==> config.mk <==
export PLATFORM = sky130hd
export DESIGN_NAME = acfb_ctrl
export DESIGN_NICKNAME = d
export VERILOG_FILES = /design/src/acfb_pkg.sv /design/src/acfb_ctrl.sv
export SDC_FILE = /design/constraint.sdc
export NUM_CORES = 1
export LEC_CHECK = 0
export ABC_AREA = 1
export BUFFER_PORTS_ARGS = -buffer_cell sky130_fd_sc_hd__buf_2
export CORE_AREA = 2 2 39 41
export DETAILED_ROUTE_END_ITERATION = 12
export DIE_AREA = 0 0 41 43
export GPL_ROUTABILITY_DRIVEN = 0
export SLEW_MARGIN = 0
export SYNTH_ARGS = -nofsm -noshare
export SYNTH_HDL_FRONTEND = slang
export SYNTH_SLANG_ARGS = --single-unit
==> constraint.sdc <==
create_clock -name clk -period 1.2 [get_ports clk]
set_input_delay 0.24 -clock clk [delete_from_list [all_inputs] [get_ports clk]]
set_output_delay 0.24 -clock clk [all_outputs]
set_load 0.01 [all_outputs]
==> src/acfb_pkg.sv <==
`timescale 1ns / 1ps
package acfb_pkg;

  localparam int unsigned BlkBytes = 16;

  typedef logic [7:0]   byte_t;
  typedef logic [127:0] blk_t;

  // Configuration register indexes
  localparam logic [2:0] CFG_KEY0   = 3'd0;
  localparam logic [2:0] CFG_KEY1   = 3'd1;
  localparam logic [2:0] CFG_KEY2   = 3'd2;
  localparam logic [2:0] CFG_KEY3   = 3'd3;
  localparam logic [2:0] CFG_KSIZE  = 3'd4;
  localparam logic [2:0] CFG_IV_LO  = 3'd5;
  localparam logic [2:0] CFG_IV_HI  = 3'd6;

  localparam logic [1:0] KSIZE_128 = 2'd0;
  localparam logic [1:0] KSIZE_192 = 2'd1;

  // Controller to datapath commands
  typedef struct packed {
    logic load;       // capture the input beat
    logic restart;    // reload feedback, clear keystream/offset, start key schedule
    logic ks_step;    // advance key schedule one word
    logic aes_start;  // load state = feedback ^ rk0
    logic aes_round;  // one round
    logic byte_step;  // process one plaintext byte
    logic out_load;   // move result to output register
  } cmd_t;

  // Datapath to controller status
  typedef struct packed {
    logic ks_done;
    logic aes_last;    // round being run is the final one
    logic need_aes;    // offset is zero
    logic bytes_done;  // no bytes left
  } stat_t;

  function automatic byte_t sbox(input byte_t x);
    byte_t t [256] = '{
      8'h63,8'h7c,8'h77,8'h7b,8'hf2,8'h6b,8'h6f,8'hc5,8'h30,8'h01,8'h67,8'h2b,8'hfe,8'hd7,8'hab,8'h76,
      8'hca,8'h82,8'hc9,8'h7d,8'hfa,8'h59,8'h47,8'hf0,8'had,8'hd4,8'ha2,8'haf,8'h9c,8'ha4,8'h72,8'hc0,
      8'hb7,8'hfd,8'h93,8'h26,8'h36,8'h3f,8'hf7,8'hcc,8'h34,8'ha5,8'he5,8'hf1,8'h71,8'hd8,8'h31,8'h15,
      8'h04,8'hc7,8'h23,8'hc3,8'h18,8'h96,8'h05,8'h9a,8'h07,8'h12,8'h80,8'he2,8'heb,8'h27,8'hb2,8'h75,
      8'h09,8'h83,8'h2c,8'h1a,8'h1b,8'h6e,8'h5a,8'ha0,8'h52,8'h3b,8'hd6,8'hb3,8'h29,8'he3,8'h2f,8'h84,
      8'h53,8'hd1,8'h00,8'hed,8'h20,8'hfc,8'hb1,8'h5b,8'h6a,8'hcb,8'hbe,8'h39,8'h4a,8'h4c,8'h58,8'hcf,
      8'hd0,8'hef,8'haa,8'hfb,8'h43,8'h4d,8'h33,8'h85,8'h45,8'hf9,8'h02,8'h7f,8'h50,8'h3c,8'h9f,8'ha8,
      8'h51,8'ha3,8'h40,8'h8f,8'h92,8'h9d,8'h38,8'hf5,8'hbc,8'hb6,8'hda,8'h21,8'h10,8'hff,8'hf3,8'hd2,
      8'hcd,8'h0c,8'h13,8'hec,8'h5f,8'h97,8'h44,8'h17,8'hc4,8'ha7,8'h7e,8'h3d,8'h64,8'h5d,8'h19,8'h73,
      8'h60,8'h81,8'h4f,8'hdc,8'h22,8'h2a,8'h90,8'h88,8'h46,8'hee,8'hb8,8'h14,8'hde,8'h5e,8'h0b,8'hdb,
      8'he0,8'h32,8'h3a,8'h0a,8'h49,8'h06,8'h24,8'h5c,8'hc2,8'hd3,8'hac,8'h62,8'h91,8'h95,8'he4,8'h79,
      8'he7,8'hc8,8'h37,8'h6d,8'h8d,8'hd5,8'h4e,8'ha9,8'h6c,8'h56,8'hf4,8'hea,8'h65,8'h7a,8'hae,8'h08,
      8'hba,8'h78,8'h25,8'h2e,8'h1c,8'ha6,8'hb4,8'hc6,8'he8,8'hdd,8'h74,8'h1f,8'h4b,8'hbd,8'h8b,8'h8a,
      8'h70,8'h3e,8'hb5,8'h66,8'h48,8'h03,8'hf6,8'h0e,8'h61,8'h35,8'h57,8'hb9,8'h86,8'hc1,8'h1d,8'h9e,
      8'he1,8'hf8,8'h98,8'h11,8'h69,8'hd9,8'h8e,8'h94,8'h9b,8'h1e,8'h87,8'he9,8'hce,8'h55,8'h28,8'hdf,
      8'h8c,8'ha1,8'h89,8'h0d,8'hbf,8'he6,8'h42,8'h68,8'h41,8'h99,8'h2d,8'h0f,8'hb0,8'h54,8'hbb,8'h16
    };
    return t[x];
  endfunction

  function automatic byte_t xtime(input byte_t x);
    return {x[6:0], 1'b0} ^ (x[7] ? 8'h1b : 8'h00);
  endfunction

endpackage

==> src/acfb_ctrl.sv <==
`timescale 1ns / 1ps
module acfb_ctrl
  import acfb_pkg::*;
(
  input  logic  clk,
  input  logic  rst_n,
  input  logic  in_fire,
  input  logic  in_restart,
  input  logic  out_free,
  input  stat_t stat,
  output logic  in_ready,
  output cmd_t  cmd
);

  typedef enum logic [2:0] {
    ST_IDLE, ST_KEYS, ST_CHECK, ST_ROUND, ST_BYTE, ST_DONE
  } state_t;

  state_t state_r, state_nxt;

  always_comb begin
    state_nxt = state_r;
    cmd       = '0;
    in_ready  = (state_r == ST_IDLE);
    unique case (state_r)
      ST_IDLE: begin
        if (in_fire) begin
          cmd.load    = 1'b1;
          cmd.restart = in_restart;
          state_nxt   = in_restart ? ST_KEYS : ST_CHECK;
        end
      end
      ST_KEYS: begin
        if (stat.ks_done) begin
          state_nxt = ST_CHECK;
        end else begin
          cmd.ks_step = 1'b1;
        end
      end
      ST_CHECK: begin
        if (stat.bytes_done) begin
          state_nxt = ST_DONE;
        end else if (stat.need_aes) begin
          cmd.aes_start = 1'b1;
          state_nxt     = ST_ROUND;
        end else begin
          state_nxt = ST_BYTE;
        end
      end
      ST_ROUND: begin
        cmd.aes_round = 1'b1;
        if (stat.aes_last) begin
          state_nxt = ST_BYTE;
        end
      end
      ST_BYTE: begin
        cmd.byte_step = 1'b1;
        state_nxt     = ST_CHECK;
      end
      ST_DONE: begin
        if (out_free) begin
          cmd.out_load = 1'b1;
          state_nxt    = ST_IDLE;
        end
      end
      default: state_nxt = ST_IDLE;
    endcase
  end

  always_ff @(posedge clk) begin
    if (!rst_n) begin
      state_r <= ST_IDLE;
    end else begin
      state_r <= state_nxt;
    end
  end

endmodule

# [Yosys cells after proc, flatten, opt, wreduce, memory -nomap -nowiden]
# Index checks and enable logic that the tools add are counted.
[classes] reduce_logical=2 n_mux=19 n_eq_ne=9
[ops] cell="2-to-1 mux 3 bit" count=6
[ops] cell="one-hot mux 3 bit (6 select lines)" count=1
[ops] cell="2-to-1 mux 1 bit" count=9
[ops] cell="!= test 2 bit (second input constant)" count=4
[ops] cell="equality test 3 x 2 -> 1 bit (second input constant)" count=2
[ops] cell="equality test 3 bit (second input constant)" count=2
[ops] cell="2-to-1 mux 2 bit" count=3
[ops] cell="AND reduction 4 bit" count=1
[ops] cell="equality test 3 x 1 -> 1 bit (second input constant)" count=1
[ops] cell="logical NOT 3 bit" count=1
[totals] inputBits=9 reg_bits=3 elab_cells=31 out_inout_bits=8

# [Longest topological paths before layout]
# Gate-level depths: netlist of the first run.
[depth] ltp_word=3 depth_mapped=8 depth_no_buf=8

# [Worst setup path before layout of the first run]
# No wires, ideal clock.
[synth_path] path_kind="register to output" startpoint="register state_r[2]" endpoint="output port cmd[5] (netlist name)" setup_slack_ps=-117 required_time_ps=960 arrival_ps=1077 path_buffers=1 stages_incl_launch_ff=5 path_cell_list="dfxtp_1 > clkbuf_2 > nor3_2 > inv_1 > nor3_1"
[synth_rtl] element="from (decl)" line_no="acfb_ctrl.sv:19" source="state_t state_r, state_nxt;"
[synth_rtl] element="from (signal assigned)" line_no="acfb_ctrl.sv:74" source="state_r <= state_nxt;"
[synth_rtl] element="to (decl)" line_no="acfb_ctrl.sv:12" source="output cmd_t cmd"

==> results of run 1 <==
==> kinds of logic (layout without fill, tap and decap cells) <==
kind of cell           after synthesis  count (layout)  synth area share, %
and+or+nand+nor                     31              31                49.56
buffers and inverters               15              41                20.35
DFF                                  3               3                21.24
AOI/OAI and AO/OA                    5               5                8.848
==> metal layers <==
metal | up-vias | track usage [%] | routed length [um]
met5 | - | 0 | 0
met4 | 0 | 4.000 | 11
met3 | 2 | 4.712 | 70
met2 | 14 | 18.75 | 433
met1 | 167 | 12.54 | 336
li1 | 216 | - | -
==> through the flow <==
step	total power, mW	setup TNS (ns)	instances	util, %	hold slack (ns)
6_report	1.538	-0.7949	96	39.33	0.2446
5_1_grt	1.682	-1.541	96	39.33	0.2677
4_1_cts	1.479	-0.9102	96	37.34	0.2259
3_5_place_dp	1.059	-0.03262	89	30.29	0.4804
3_3_place_gp	1.049	-0.009840	89	30.29	0.4876
2_1_floorplan	0.7467	-0.003113	54	-	0.3604
==> cell type report <==
type	count	area (um2)	share of cell area (%)
clock buffers	4	26.28	4.828
inverters	14	55.05	10.11
multi-input cells	36	227.7	41.84
flip-flops and latches	3	68.82	12.64
well taps	16	20.02	3.678
repair buffers	23	146.4	26.90
==> placed cells by master, fill, tap and decap left out, types with 3 or more instances in the layout <==
master	netlist	final
buf_2	0	15
buf_4	0	5
buf_6	0	3
clkbuf_4	0	3
inv_1	12	10
inv_2	2	3
nand2_1	14	12
nand3_1	4	3
nor2_1	6	5
==> power breakdown <==
part	internal, mW	total, mW	switching, mW	leakage [nW]
Combinational	0.519	1.06	0.540	0.266
Sequential	0.180	0.300	0.121	0.0264
Clock	0.125	0.178	0.0531	0.0150
Total	0.823	1.54	0.714	0.307
==> worst reg2reg max path, cell delays in order, from the launching register on <==
cell and delay (ns):
dfxtp_4 0.40, inv_4 0.06, nor2_4 0.11, nand3_2 0.10
buf_6 0.13, nand2_4 0.06, nor2_4 0.04, nand2_1 0.07
nand2_1 0.06, nor2_1 0.08
==> worst max path at each step <==
stage | start | end | slack, ns
after floorplan | state_r[2] | cmd[0] | -0.003
after global placement | state_r[0] | cmd[0] | -0.007
after detailed placement | state_r[0] | state_r[0] | -0.01
after CTS | state_r[1] | cmd[5] | -0.17
after global routing | state_r[1] | cmd[5] | -0.26
final | state_r[1] | cmd[5] | -0.15
==> timing repair <==
action | CTS | global route
setup buffers | 4 | 0
gates resized for setup | 17 | 6
setup endpoints to repair | 11 | 11
pin swaps | 8 | 0
hold buffers | 0 | 0
==> results by group, run 1 <==
Outcome
  – Status: finished, violations left
  – Failing checks: setup timing

Clock network
  – Clock sinks: 3
  – CTS tree: built
  – Clock Latency Late Sink: 0.23 ns
  – CTS root buffer: clkbuf_4
  – TritonCTS buffer count: 3
  – Clock Tree Buf Depth: 2
  – Clock transition at the registers of the reported paths: 0.04 ns
  – Htree depth: 1

Logic synthesis
  – Post-synth top area cell: dfxtp_1
  – Yosys cell types: 14
  – Mean area per synthesized cell: 5.237 um2
  – Post-synth EDFFs: 0
  – Top FF cell, synth: dfxtp_1
  – Synth cell count leaders: 14 x nand2_1, 12 x inv_1, 6 x nor2_1, 4 x nand3_1
  – Register area share after synthesis: 21.24%
  – Syn. warnings: 0
  – Synth top area cells: dfxtp_1 21%, nand2_1 19%, inv_1 16%
  – Asr flop ratio synth: 0%
  – Count leader, synth: nand2_1
  – Synthesized area: 282.8 um2
  – Syn Inst Count: 54
  – Top cell type's share of synthesized area: 21.24%
  – #FFs+latches synth: 3
  – Syn Nets: 63

Placement
  – DP Worst Slack: -0.01423 ns
  – Final HPWL DP: 629.1 um
  – Cell Area, Placed: 419.2 um2
  – Port bufs: 16

Job
  – Max cap viols: 0

Pwr
  – LEAKAGE: 0.3073 nW
  – PD cells: 2825 nW/um2
  – Maximum vdd drop: 0.001332 V

Critical path
  – Register-to-Register Path Depth: 9
  – Worst path depth: 5
  – R2R Setup Slk: 0.02 ns
  – Max stage delay on crit path: 0.33 ns
  – Setup CP Type: reg2out
  – Critical path fanouts, max: 5
  – Top Family by Delay on Critical Path: flip-flops
  – CP Launch Type: register
  – Reg2reg start: state_r[0]
  – Arr. time, crit path: 1.11 ns
  – Worst Setup End Kind: output pin
  – FF-to-FF End: state_r[2]
  – Critical Path RT: 0.96 ns
  – Worst-path cell chain: buf_6 -> nor3_4 -> inv_2 -> nor3_2 -> buf_2
  – Buf/Inv on CP: 3
  – Slowest CP cell: dfxtp_2

Die
  – Chip Width: 41 um
  – Starting Density: 20.43%
  – Die area: 1763 um2
  – Die Y: 43 um
  – # IOs: 17
  – Row cnt: 14
  – Core area: 1384 um2

STA
  – Finish-stage setup viols: 7
  – Highest Clock Rate: 740.2 MHz
  – Slew margin rel.: 88.43%
  – RSZ-0062 raised after global routing: true
  – Slew @ Worst Pin: 0.1723 ns
  – Hold Fails Final Rpt: 0
  – Ratio of final minimum period to clock period: 112.6%
  – Slew Viols, Final: 0
  – Skew final: 0.002527 ns
  – Min Tclk post-route: 1.351 ns
  – Final WS setup: -0.1510 ns

Routing
  – WL/cell: 8.875 um
  – Antenna Nets Post-Route: 0
  – Initial DRC Count: 6
  – Drt total wl: 852 um
  – Avg Vias per Cell: 4.156
  – Routed vias: 399
  – DRC: 0
  – First-pass DRT Iterations: 4

Final layout
  – Layout cells sized above 1: 55.00%
  – Most flops, register: state_r
  – Ant diodes: 0
  – Top flop regs: state_r (3)
  – Max reg flops: 3
  – Final net count: 90
  – Syn-to-layout area delta: 92.48%
  – Fin area: 544.3 um2
  – Number of fill cells in the layout: 156

Global routing
  – Total gr overflow: 0
  – Initial antenna violation count: 0
  – Largest net degree at the start of global routing: 8
  – GRT Total Usage: 11.45%
  – Vias in the first global route: 389
  – First-pass GRT wire length: 1366 um

Min path
  – Worst min path class: in2reg
  – WHS Path Cells: 3
  – Hold worst-path end: state_r[2]
  – Min-delay src: rst_n
(Power assumes the default switching activity.)
==> run 2, diff against run 1 <==
ABC_AREA = unset   (was 1)
==> run 2 against run 1 <==
Against the previous run:
- the run still ends with setup timing left
- total power down 29%
- critical endpoint unchanged
- clock-buffer cell count unchanged
- highest routed layer is now met3
- non-clock buffer count up 9
- sequential share of layout area down 1.6 points
- worst hold slack better by 0.025 ns
- clock skew down 0.0018 ns
- clock power down 2%
- worst setup slack worse by 0.056 ns
- final cell count down 3.1%
- global-route usage up 1.6 points
==> results by group, run 2 <==
Outcome
  – Status: finished, violations left
  – Failing checks: setup timing

Global routing
  – Initial antenna violation count: 0 (unchanged)
  – M2 GR Usage: 20.63% (+1.9 points)
  – Largest net degree at the start of global routing: 8 (unchanged)
  – Vias in the first global route: 407 (+4.6%)
  – Total gr overflow: 0 (unchanged)
  – Met1 usage: 14.84% (+2.3 points)
  – Most Crowded Layer GR: met2
  – GRT Total Usage: 13.07% (+1.6 points)
  – First-pass GRT wire length: 1531 um (+12%)
  – Met3 usage in global routing: 3.141% (-1.6 points)

Logic synthesis
  – Synth cell count leaders: 5 x nor3_1, 4 x and3_1, 3 x dfxtp_1, 3 x nand2_1, 3 x o21ai_1
  – Syn. warnings: 0 (unchanged)
  – Post-synth top area cell: dfxtp_1
  – Synth top area cells: dfxtp_1 19%, and3_1 7.8%, nor3_1 7.8%
  – Asr flop ratio synth: 0% (unchanged)
  – Synthesized area: 319.1 um2 (+13%)
  – Syn Nets: 53 (-16%)
  – Register area share after synthesis: 18.82% (-2.4 points)
  – Top FF cell, synth: dfxtp_1
  – Mean area per synthesized cell: 7.251 um2 (+38%)
  – Count leader, synth: nor3_1
  – Yosys cell types: 24 (+10)
  – Syn Inst Count: 44 (-19%)
  – #FFs+latches synth: 3 (unchanged)
  – Post-synth EDFFs: 0 (unchanged)
  – Top cell type's share of synthesized area: 18.82% (-2.4 points)

Pwr
  – Power share of the sequential group: 17.6% (-1.9 points)
  – Sw power: 0.3889 mW (-46%)
  – LEAKAGE: 0.3191 nW (+3.8%)
  – Internal cell power: 0.6995 mW (-15%)
  – Clock power frac: 16.0% (+4.4 points)
  – PD cells: 1686 nW/um2 (-40%)
  – Final Power: 1.088 mW (-29%)
  – Maximum vdd drop: 0.0009349 V (-30%)
  – Comb pwr share: 66.4% (-2.5 points)
  – Switch share: 35.73% (-11 points)

STA
  – Finish-stage setup viols: 10 (+3)
  – Min Tclk post-route: 1.407 ns (+0.05605 ns)
  – Ratio of final minimum period to clock period: 117.3% (+4.7 points)
  – WHS: 0.2700 ns (+0.02537 ns)
  – Skew final: 0.0007504 ns (-0.001776 ns)
  – Slew Viols, Final: 0 (unchanged)
  – RSZ-0062 raised after global routing: true
  – Slew @ Worst Pin: 0.3340 ns (+0.1617 ns)
  – Hold Fails Final Rpt: 0 (unchanged)
  – Slew margin rel.: 77.53% (-11 points)
  – Final WS setup: -0.2071 ns (-0.05605 ns)
  – Highest Clock Rate: 710.7 MHz (-4.0%)

Clock network
  – Htree depth: 1 (unchanged)
  – Clock Tree Buf Depth: 2 (unchanged)
  – Clock Latency Late Sink: 0.23 ns (about the same)
  – Clock sinks: 3 (unchanged)
  – CTS root buffer: clkbuf_4
  – CTS tree: built
  – TritonCTS buffer count: 3 (unchanged)
  – Clock transition at the registers of the reported paths: 0.04 ns (about the same)

Routing
  – Drt total wl: 1015 um (+19%)
  – Antenna Nets Post-Route: 0 (unchanged)
  – Routed vias: 427 (+7.0%)
  – Avg Vias per Cell: 4.591 (+10%)
  – Initial DRC Count: 0 (-6)
  – First-pass DRT Iterations: 1 (-3)
  – WL/cell: 10.91 um (+23%)
  – DRC: 0 (unchanged)

Die
  – Row cnt: 14 (unchanged)
  – Chip Width: 41 um (unchanged)
  – Die Y: 43 um (unchanged)
  – Starting Density: 23.06% (+2.6 points)
  – # IOs: 17 (unchanged)
  – Core area: 1384 um2 (unchanged)
  – Die area: 1763 um2 (unchanged)

Critical path
  – Crit. Startpoint: state_r[2]
  – CP Launch Type: register
  – Worst-path cell chain: buf_6 -> nor3_4 -> and3_1 -> buf_2
  – Slowest CP cell: dfxtp_4
  – R2R Setup Slk: -0.11 ns (-0.13 ns)
  – Critical Path RT: 0.96 ns (about the same)
  – Critical path fanouts, max: 7 (+2)
  – Top Family by Delay on Critical Path: flip-flops
  – Arr. time, crit path: 1.17 ns (+0.06 ns)
  – Buf/Inv on CP: 2 (-1)
  – Worst Setup End Kind: output pin
  – Max stage delay on crit path: 0.36 ns (+0.03 ns)
  – Setup CP Type: reg2out
  – Reg2reg start: state_r[1]

Min path
  – Min-delay src: rst_n
  – Worst min path class: in2reg

Final layout
  – Final net count: 87 (-3.3%)
  – Final core occ: 46.65% (+7.3 points)
  – Layout cells sized above 1: 61.04% (+6.0 points)
  – Most common cell after layout, fill and taps aside: buf_2
  – Top flop regs: state_r (3)
  – Max reg flops: 3 (unchanged)
  – Ant diodes: 0 (unchanged)
  – Syn-to-layout area delta: 102.4%
  – Most frequent cells in the layout: 15 x buf_2, 9 x buf_4, 7 x buf_6
  – Most flops, register: state_r
  – Fin area: 645.6 um2 (+19%)

Placement
  – Port bufs: 16 (unchanged)
  – Final HPWL DP: 642 um (+2.1%)
  – Cell Area, Placed: 447.9 um2 (+6.9%)
  – DP Worst Slack: -0.08290 ns (-0.06867 ns)

Job
  – Max cap viols: 0 (unchanged)
==> run 2: cell count changes after synthesis, moves of 3 or more <==
cell	delta
and3_1	+4
inv_1	-10
nand2_1	-11
nand3_1	-4
nor2_1	-4
nor3_1	+3
o21ai_0	-3
o21ai_1	+3
==> run 2: worst paths after layout <==
| check | end | cells after the start |
|---|---|---|
| max | cmd[5] | 4 |
| min | state_r[2] | 2 |
| max reg2reg | state_r[1] | 6 |
| min reg2reg | state_r[0] | 2 |
==> run 2: cell type report <==
| type | count | area [um2] |
|---|---|---|
| Timing Repair Buffer | 32 | 241.5 |
| Inverter | 2 | 7.507 |
| Sequential cell | 3 | 71.32 |
| Tap cell | 16 | 20.02 |
| Clock buffer | 4 | 26.28 |
| Fill cell | 132 | 738.2 |
| Multi-Input combinational cell | 36 | 279.0 |
==> run 2: repair_timing <==
action | 4_1_cts | 5_1_grt
gates resized for setup | 19 | 4
endpoints found under the setup margin | 10 | 10
pin swaps | 12 | 1
buffers inserted | 7 | 3
hold buffers | 0 | 0
==> run 2: stage by stage <==
step	cells	TNS, ns
after floorplan	44	0
after global placement	79	-0.2326
after detailed placement	79	-0.3348
after CTS	90	-1.369
after global routing	93	-1.834
final	93	-1.257
==> run 2: cell families after synthesis <==
| family | after synthesis | share of synthesized area (%) |
|---|---|---|
| buffers and inverters | 5 | 10.98 |
| AND/OR/NAND/NOR | 25 | 45.49 |
| multiplexers | 2 | 6.275 |
| AO/OA/AOI/OAI | 9 | 18.43 |
| flip-flops | 3 | 18.82 |
==> run 2: layer usage <==
metal | part of all wire (%) | routed length, um
met2 | 53 | 536
met1 | 44 | 444
met4 | 0 | 0
met3 | 3.3 | 34
met5 | 0 | 0
==> run 2: power by group through the flow <==
stage	Clock, mW	Combinational, mW	Sequential (mW)
finish	0.174	0.723	0.192
global route	0.183	0.788	0.196
CTS	0.185	0.663	0.186
detailed placement	0	0.448	0.185
global placement	0	0.444	0.182
floorplan	0	0.339	0.153
